--- src/rtcrb_pkg.sv ---
`timescale 1ns / 1ps
// ----------------------------------------------------------------------------
// rtcrb_pkg: shared types and constants of the BCD clock register bank
// Bus operation codes, register numbers, store port structs and the
// decimal digit split used for the time readout.
// ----------------------------------------------------------------------------
package rtcrb_pkg;

  typedef enum logic [1:0] {
    OP_INDEX = 2'd0,
    OP_WRITE = 2'd1,
    OP_READ  = 2'd2,
    OP_NONE  = 2'd3
  } op_t;

  localparam int unsigned REGS_PER_BANK = 13;

  localparam logic [3:0] REG_HOUR_SEL = 4'd10;
  localparam logic [3:0] REG_LEAP     = 4'd11;
  localparam logic [3:0] REG_MODE     = 4'hD;
  localparam logic [3:0] REG_NOP      = 4'hE;
  localparam logic [3:0] REG_CLEAR    = 4'hF;

  localparam logic [5:0] PM_OFFSET  = 6'd20;
  localparam logic [5:0] HOURS_HALF = 6'd12;
  localparam logic [7:0] UNREADABLE = 8'hFF;

  // Request from the pipeline into the register store
  typedef struct packed {
    logic       fire;
    op_t        op;
    logic [3:0] nib;
  } store_req_t;

  // State seen by the read path
  typedef struct packed {
    logic [3:0] index;
    logic [1:0] mode;
    logic [3:0] bank_nib;
    logic       hour_24;
  } store_stat_t;

  // Tens digit of a value below 128: multiply by the reciprocal of ten
  function automatic logic [3:0] tens_of(input logic [6:0] v);
    logic [17:0] p;
    p = {11'd0, v} * 18'd205;
    return p[14:11];
  endfunction

  function automatic logic [3:0] ones_of(input logic [6:0] v);
    logic [6:0] t;
    logic [6:0] r;
    t = {3'd0, tens_of(v)} * 7'd10;
    r = v - t;
    return r[3:0];
  endfunction

endpackage

--- src/rtcrb_time_digits.sv ---
`timescale 1ns / 1ps
// ----------------------------------------------------------------------------
// rtcrb_time_digits: time readout decoder
// Splits the current calendar time into the BCD digit of one register,
// with the 12-hour form applied when selected.
// ----------------------------------------------------------------------------
module rtcrb_time_digits
  import rtcrb_pkg::*;
(
  input  logic [3:0] index,
  input  logic       hour_24,
  input  logic [5:0] seconds,
  input  logic [5:0] minutes,
  input  logic [4:0] hours,
  input  logic [2:0] weekday,
  input  logic [4:0] day_of_month,
  input  logic [3:0] month,
  input  logic [6:0] year_offset,
  output logic [3:0] digit
);

  logic [5:0] hour_adj;

  // 12-hour form: afternoon hours read as hour - 12 + 20
  always_comb begin
    hour_adj = {1'b0, hours};
    if (!hour_24 && (hour_adj >= HOURS_HALF)) begin
      hour_adj = hour_adj - HOURS_HALF + PM_OFFSET;
    end
  end

  always_comb begin
    unique case (index)
      4'd0:    digit = ones_of({1'b0, seconds});
      4'd1:    digit = tens_of({1'b0, seconds});
      4'd2:    digit = ones_of({1'b0, minutes});
      4'd3:    digit = tens_of({1'b0, minutes});
      4'd4:    digit = ones_of({1'b0, hour_adj});
      4'd5:    digit = tens_of({1'b0, hour_adj});
      4'd6:    digit = {1'b0, weekday};
      4'd7:    digit = ones_of({2'd0, day_of_month});
      4'd8:    digit = tens_of({2'd0, day_of_month});
      4'd9:    digit = ones_of({3'd0, month});
      4'd10:   digit = tens_of({3'd0, month});
      4'd11:   digit = ones_of(year_offset);
      4'd12:   digit = tens_of(year_offset);
      default: digit = 4'd0;
    endcase
  end

endmodule

--- src/rtcrb_store.sv ---
`timescale 1ns / 1ps
// ----------------------------------------------------------------------------
// rtcrb_store: index, mode and nibble banks
// Holds the register index, the bank mode and the alarm and RAM banks,
// applies index and data writes, and presents the addressed nibble.
// ----------------------------------------------------------------------------
module rtcrb_store
  import rtcrb_pkg::*;
(
  input  logic        clk,
  input  logic        rst,
  input  store_req_t  req,
  output store_stat_t stat
);

  logic [3:0] index;
  logic [1:0] mode;
  logic [3:0] bank1 [REGS_PER_BANK];
  logic [3:0] bank2 [REGS_PER_BANK];
  logic [3:0] bank3 [REGS_PER_BANK];

  logic       in_bank;
  logic [3:0] bank_nib;

  assign in_bank = (index < REGS_PER_BANK[3:0]);

  always_ff @(posedge clk) begin
    if (rst) begin
      index <= 4'd0;
      mode  <= 2'd0;
      for (int i = 0; i < REGS_PER_BANK; i++) begin
        bank1[i] <= 4'd0;
        bank2[i] <= 4'd0;
        bank3[i] <= 4'd0;
      end
    end else if (req.fire) begin
      if (req.op == OP_INDEX) begin
        index <= req.nib;
      end else if (req.op == OP_WRITE) begin
        if (index == REG_MODE) begin
          mode <= req.nib[1:0];
        end else if (index == REG_CLEAR) begin
          if (req.nib[0]) begin
            for (int i = 0; i < REGS_PER_BANK; i++) begin
              bank1[i] <= 4'd0;
            end
          end
        end else if (in_bank) begin
          // time mode drops the write
          case (mode)
            2'd1:    bank1[index] <= req.nib;
            2'd2:    bank2[index] <= req.nib;
            2'd3:    bank3[index] <= req.nib;
            default: ;
          endcase
        end
      end
    end
  end

  always_comb begin
    bank_nib = 4'd0;
    if (in_bank) begin
      case (mode)
        2'd1:    bank_nib = bank1[index];
        2'd2:    bank_nib = bank2[index];
        2'd3:    bank_nib = bank3[index];
        default: bank_nib = 4'd0;
      endcase
    end
  end

  assign stat.index    = index;
  assign stat.mode     = mode;
  assign stat.bank_nib = bank_nib;
  assign stat.hour_24  = bank1[REG_HOUR_SEL][0];

endmodule

--- src/bcd_rtc_register_bank.sv ---
`timescale 1ns / 1ps
// ----------------------------------------------------------------------------
// bcd_rtc_register_bank: BCD clock chip register interface
// A read request passes the input register, then the result register, before
// its byte is presented; it waits in the input register while the result
// register is full. Throughput: one request per cycle while no read waits on
// a full result register, set by the single input stage that decodes and
// applies each request before the next one. Synchronous active-high reset
// clears index, mode, all nibble banks and both pipeline valids.
// ----------------------------------------------------------------------------
module bcd_rtc_register_bank
  import rtcrb_pkg::*;
(
  input  logic       clk,
  input  logic       rst,
  input  logic       in_valid,
  output logic       in_ready,
  input  logic [1:0] operation,
  input  logic [7:0] value,
  input  logic [5:0] seconds,
  input  logic [5:0] minutes,
  input  logic [4:0] hours,
  input  logic [2:0] weekday,
  input  logic [4:0] day_of_month,
  input  logic [3:0] month,
  input  logic [6:0] year_offset,
  output logic       out_valid,
  input  logic       out_ready,
  output logic [7:0] read_data
);

  // Input register: one request waiting to be applied
  logic       s1_valid;
  op_t        s1_op;
  logic [3:0] s1_nib;
  logic [5:0] s1_sec;
  logic [5:0] s1_min;
  logic [4:0] s1_hour;
  logic [2:0] s1_wday;
  logic [4:0] s1_mday;
  logic [3:0] s1_mon;
  logic [6:0] s1_year;

  logic        out_free;
  logic        s1_advance;
  logic        read_fire;
  store_req_t  req;
  store_stat_t stat;
  logic [3:0]  time_digit;
  logic [7:0]  read_data_next;

  // The result register frees when empty or taken this cycle
  assign out_free = !out_valid || out_ready;

  // Writes never wait; a read waits only for the result register
  assign s1_advance = s1_valid && ((s1_op != OP_READ) || out_free);
  assign read_fire  = s1_valid && (s1_op == OP_READ) && out_free;
  assign in_ready   = !s1_valid || s1_advance;

  always_ff @(posedge clk) begin
    if (rst) begin
      s1_valid <= 1'b0;
    end else if (in_ready) begin
      s1_valid <= in_valid;
    end
  end

  // Payload: load on acceptance, hold otherwise
  always_ff @(posedge clk) begin
    if (in_valid && in_ready) begin
      s1_op   <= op_t'(operation);
      s1_nib  <= value[3:0];
      s1_sec  <= seconds;
      s1_min  <= minutes;
      s1_hour <= hours;
      s1_wday <= weekday;
      s1_mday <= day_of_month;
      s1_mon  <= month;
      s1_year <= year_offset;
    end
  end

  // Apply the request to the store as it leaves the input register
  assign req.fire = s1_advance;
  assign req.op   = s1_op;
  assign req.nib  = s1_nib;

  rtcrb_store u_store (
    .clk  (clk),
    .rst  (rst),
    .req  (req),
    .stat (stat)
  );

  rtcrb_time_digits u_time (
    .index        (stat.index),
    .hour_24      (stat.hour_24),
    .seconds      (s1_sec),
    .minutes      (s1_min),
    .hours        (s1_hour),
    .weekday      (s1_wday),
    .day_of_month (s1_mday),
    .month        (s1_mon),
    .year_offset  (s1_year),
    .digit        (time_digit)
  );

  // Read decode: time digits in mode 0, bank nibbles otherwise; the leap counter
  // replaces register 11 of the alarm bank; register 13 reads the mode, others 0xFF
  always_comb begin
    if (stat.index < REGS_PER_BANK[3:0]) begin
      if (stat.mode == 2'd0) begin
        read_data_next = {4'd0, time_digit};
      end else if ((stat.mode == 2'd1) && (stat.index == REG_LEAP)) begin
        read_data_next = {6'd0, s1_year[1:0]};
      end else begin
        read_data_next = {4'd0, stat.bank_nib};
      end
    end else if (stat.index == REG_MODE) begin
      read_data_next = {6'd0, stat.mode};
    end else begin
      read_data_next = UNREADABLE;
    end
  end

  // Result register: hold until taken
  always_ff @(posedge clk) begin
    if (rst) begin
      out_valid <= 1'b0;
    end else if (out_free) begin
      out_valid <= read_fire;
    end
  end

  always_ff @(posedge clk) begin
    if (read_fire) begin
      read_data <= read_data_next;
    end
  end

  // An empty input stage always takes a request
  a_empty_ready : assert property (@(posedge clk) disable iff (rst)
    !s1_valid |-> in_ready)
    else $error("input stage empty but not ready");

  // Index and data writes never stall the pipeline
  a_write_no_stall : assert property (@(posedge clk) disable iff (rst)
    (s1_valid && (s1_op != OP_READ)) |-> in_ready)
    else $error("write request stalled");

  // A result appears only after a read left the input stage
  a_result_from_read : assert property (@(posedge clk) disable iff (rst)
    $rose(out_valid) |-> $past(s1_valid && (s1_op == OP_READ)))
    else $error("result without a read request");

  // Reset leaves index and mode at zero
  a_reset_state : assert property (@(posedge clk)
    $past(rst) |-> ((stat.index == 4'd0) && (stat.mode == 2'd0)))
    else $error("index or mode not cleared by reset");

endmodule

--- config.mk ---
export PLATFORM = sky130hd
export DESIGN_NAME = bcd_rtc_register_bank
export DESIGN_NICKNAME = d
export VERILOG_FILES = /design/src/rtcrb_pkg.sv /design/src/rtcrb_time_digits.sv /design/src/rtcrb_store.sv /design/src/bcd_rtc_register_bank.sv
export SDC_FILE = /design/constraint.sdc
export NUM_CORES = 1
export LEC_CHECK = 0
export BUFFER_PORTS_ARGS = -buffer_cell sky130_fd_sc_hd__buf_2
export CORE_ASPECT_RATIO = 0.5
export CORE_UTILIZATION = 45
export DETAILED_ROUTE_END_ITERATION = 16
export GPL_ROUTABILITY_DRIVEN = 0
export MAX_ROUTING_LAYER = met4
export PLACE_DENSITY = 0.63
export SKIP_CTS_REPAIR_TIMING = 1
export SLEW_MARGIN = 5
export SYNTH_ARGS = -nofsm -noshare
export SYNTH_HDL_FRONTEND = slang
export SYNTH_SLANG_ARGS = --single-unit
--- constraint.sdc ---
create_clock -name clk -period 15.99 [get_ports clk]
set_input_delay 2.3985 -clock clk [delete_from_list [all_inputs] [get_ports clk]]
set_output_delay 2.3985 -clock clk [all_outputs]
set_load 0.01 [all_outputs]
==> flow_summary.toml <==
[run_status]
status = "completed"

[sta]
max_freq_mhz = 161
hold_violations = 0
clock_skew_ns = 0.0144
maxSlewViolCount = 0
final.setup.tns_ns = 0
worst_slew_pin_slew_ns = 1.04
setup_viol = 0
period_minus_slack_ns = 6.22
grt_setup_unrepaired = "no"
hold_ws_ns = 0.521
slew_headroom = 0.307
fin_crit_sh = 0.389

[cells_and_area]
utilization = 0.509
fin_nets = 1463
syn_to_final_growth_pct = 9.64
diodes = 0
drive_gt1_frac = 0.136
layout_common_cells = "edfxtp_1 (239), ha_1 (150), nor3_1 (123)"
final_common_cell = "edfxtp_1"
final_cell_area_um2 = 16300

[die]
die_x_um = 259
initial_core_util = 0.464
rows = 46
fp.dieH_um = 131
ios = 60
core_area_um2 = 32100
die-area_um2 = 33900

[power_and_ir_drop]
p_per_area_nw_per_um2 = 100
combPwrFrac = 0.208
clkPwrFrac = 0.323
switching_share = 0.280
p_int_mw = 1.18
vdd_drop_max_mv = 0.0917
leakage_nw = 6.37
seq_power_share = 0.468
power.switching_mw = 0.457

[clocking]
htreeDepth = 1
cts_tree = "done"
numClockSinks = 251
clock_latency_ns = 0.55
cts_buffers = 24
clk_path_buf_depth = 3
clk_pin_slew_ns = 0.06
cts_root_buf = "clkbuf_16"

[synthesis]
synth_edf_count = 239
synth-simple-area-share = 0.104
async_flop_share = 0
synth_ff_type = "edfxtp_1"
synthMuxAreaShare = 0.0971
synth_compound_area_frac = 0.0631
ys_types = 60
netlist_area_um2 = 14900
ys_ff_latch = 251
syn-instance-count = 1174
yosysWarnings = 0
yosysTopAreaCell = "edfxtp_1"
synthAdderAreaFrac = 0.170
synth_top_area_share = 0.482
synth_xor_xnor_area_share = 0.0222
synth_top_family_by_area = "adder cells"
yosys-top-cells-area = "edfxtp_1 (48%), ha_1 (13%), mux4_2 (8.6%), fa_1 (4.4%), nor3_1 (4.1%)"
synth-seq-area-share = 0.498
avgSynthCellArea_um2 = 12.7

[route]
wl_mm = 33.6
route.detailed.drc = 0
final_antenna_net_count = 0
num_vias = 9646
routed_via_density = 5.75
drt_iter0_markers = 843
drt-pass1-iter-count = 5
routedWlPerCell_um = 20.0

[place]
placed_area_um2 = 15600
io_buffers = 55
place.detailed.hpwl_mm = 24.5

[setup_path]
cp.required_ns = 16.28
path_max_fanout = 5
critPathMaxStageDelay_ns = 0.52
end_kind = "flop"
critPathLaunchType = "flop"
crit_arrival_ns = 6.51
path_cells = "inv_1 > ha_1 > a211oi_1 > or3_1 > o21ai_0 > ha_1 > fa_1 > fa_1 > ha_1 > nor3_1 > o21ai_0 > o211ai_1 > o311a_1 > inv_1 > ha_1 > inv_1 > fa_1 > a31oi_1 > o211ai_1 > a211oi_1 > a31oi_1 > o31a_1"
crit_path_frequent_cell = "ha_1"
crit_slowest_cell = "o21ai_0"
path_class = "reg -> reg"

[grt]
grt_usage = 0.211
grt_antenna_before_repair = 0
grt_max_degree = 46
grt_pass1_vias = 9685
grt_overflow = 0
grt_pass1_wl_mm = 53.1

[flow_run]
cap_violations = 0

[min_path]
hold_class = "reg -> reg"
==> kinds of logic (layout without fill, tap and decap cells) <==
logic type,after synthesis,in the layout
other,1,36
buffers and inverters,171,209
xor gates and xnor gates,33,33
adders and majority gates,183,183
AOI/OAI and AO/OA,134,134
and+or+nand+nor,328,328
muxes,73,73
DFF,251,251
==> registers in the layout, summed over array words and instances, names as in the netlist, named ones only <==
name / cells
s1_wday: 3
u_store.bank1: 64
s1_sec: 6
out_valid: 1
s1_mon: 4
s1_mday: 5
s1_hour: 5
s1_year: 7
u_store.index: 4
s1_nib: 4
u_store.bank3: 64
s1_min: 6
s1_valid: 1
u_store.mode: 2
read_data: 5
u_store.bank2: 64
s1_op: 2
==> Yosys cell counts (3+ instances only) <==
master	n
a2111oi_0	3
fa_1	33
nand3b_1	3
o21ai_0	20
mux4_2	57
o211ai_1	8
edfxtp_1	239
nor3_1	123
nand2_1	57
xor2_1	11
inv_1	101
o21a_1	4
buf_4	4
a211oi_1	8
or3_1	8
nor4_1	8
mux2i_1	14
ha_1	150
a21o_1	5
o21bai_1	24
nand4_1	4
a221oi_1	3
or2_2	10
o22ai_1	7
a21oi_1	20
buf_2	6
a31oi_1	6
nand2b_1	8
clkbuf_1	57
nand3_1	15
nor2_1	78
xnor3_1	3
nor2b_1	7
xnor2_1	19
a211o_1	3
dfxtp_1	12
==> power by group through the flow <==
stage | Sequential, mW | Clock [mW] | Combinational [mW]
global placement | 0.778 | 0 | 0.323
CTS | 0.765 | 0.536 | 0.341
finish | 0.765 | 0.528 | 0.340
global route | 0.768 | 0.561 | 0.384
detailed placement | 0.779 | 0 | 0.337
floorplan | 0.771 | 0 | 0.252
==> path summary, 6_finish.rpt <==
path                                 start            to  slack, ns  cells after the start
worst max-delay path            s1_hour[0]  read_data[2]       9.77                     22
worst min-delay path             out_valid     out_valid       0.52                      2
worst max register to register  s1_hour[0]  read_data[2]       9.77                     22
worst min register to register   out_valid     out_valid       0.52                      2
==> per-layer routing <==
layer	routed length, um	GRT usage
met1	14500	0.277
met3	2350	0.0357
met2	15900	0.343
met4	835	0.0536
met5	0	-
==> per-stage QoR <==
stage                     worst slack [ns]  power [mW]  instances
after global placement               10.00        1.10       1636
after detailed placement              9.76        1.12       1636
final                                 9.77        1.63       1679
after CTS                             9.79        1.64       1679
after global routing                  9.34        1.71       1679
after floorplan                      10.58        1.02       1209
==> worst max-delay path: cells and delay by family, from the launching register on <==
kind | cells | cell delay (ns)
fa+ha+maj | 7 | 2.26
simple gates | 2 | 0.60
compound gates | 10 | 2.34
buf+inv | 3 | 0.24
flops | 1 | 0.50
==> final cells by class <==
type                    count  area (um2)
clock buffers              30         623
clock inverters            13        77.6
fillers                  2809       15800
inverters                 101         379
multi-input cells         787        6940
flip-flops and latches    251        7420
well taps                 432         541
repair buffers             65         350
Note: power is estimated with default switching activity, not from simulation.
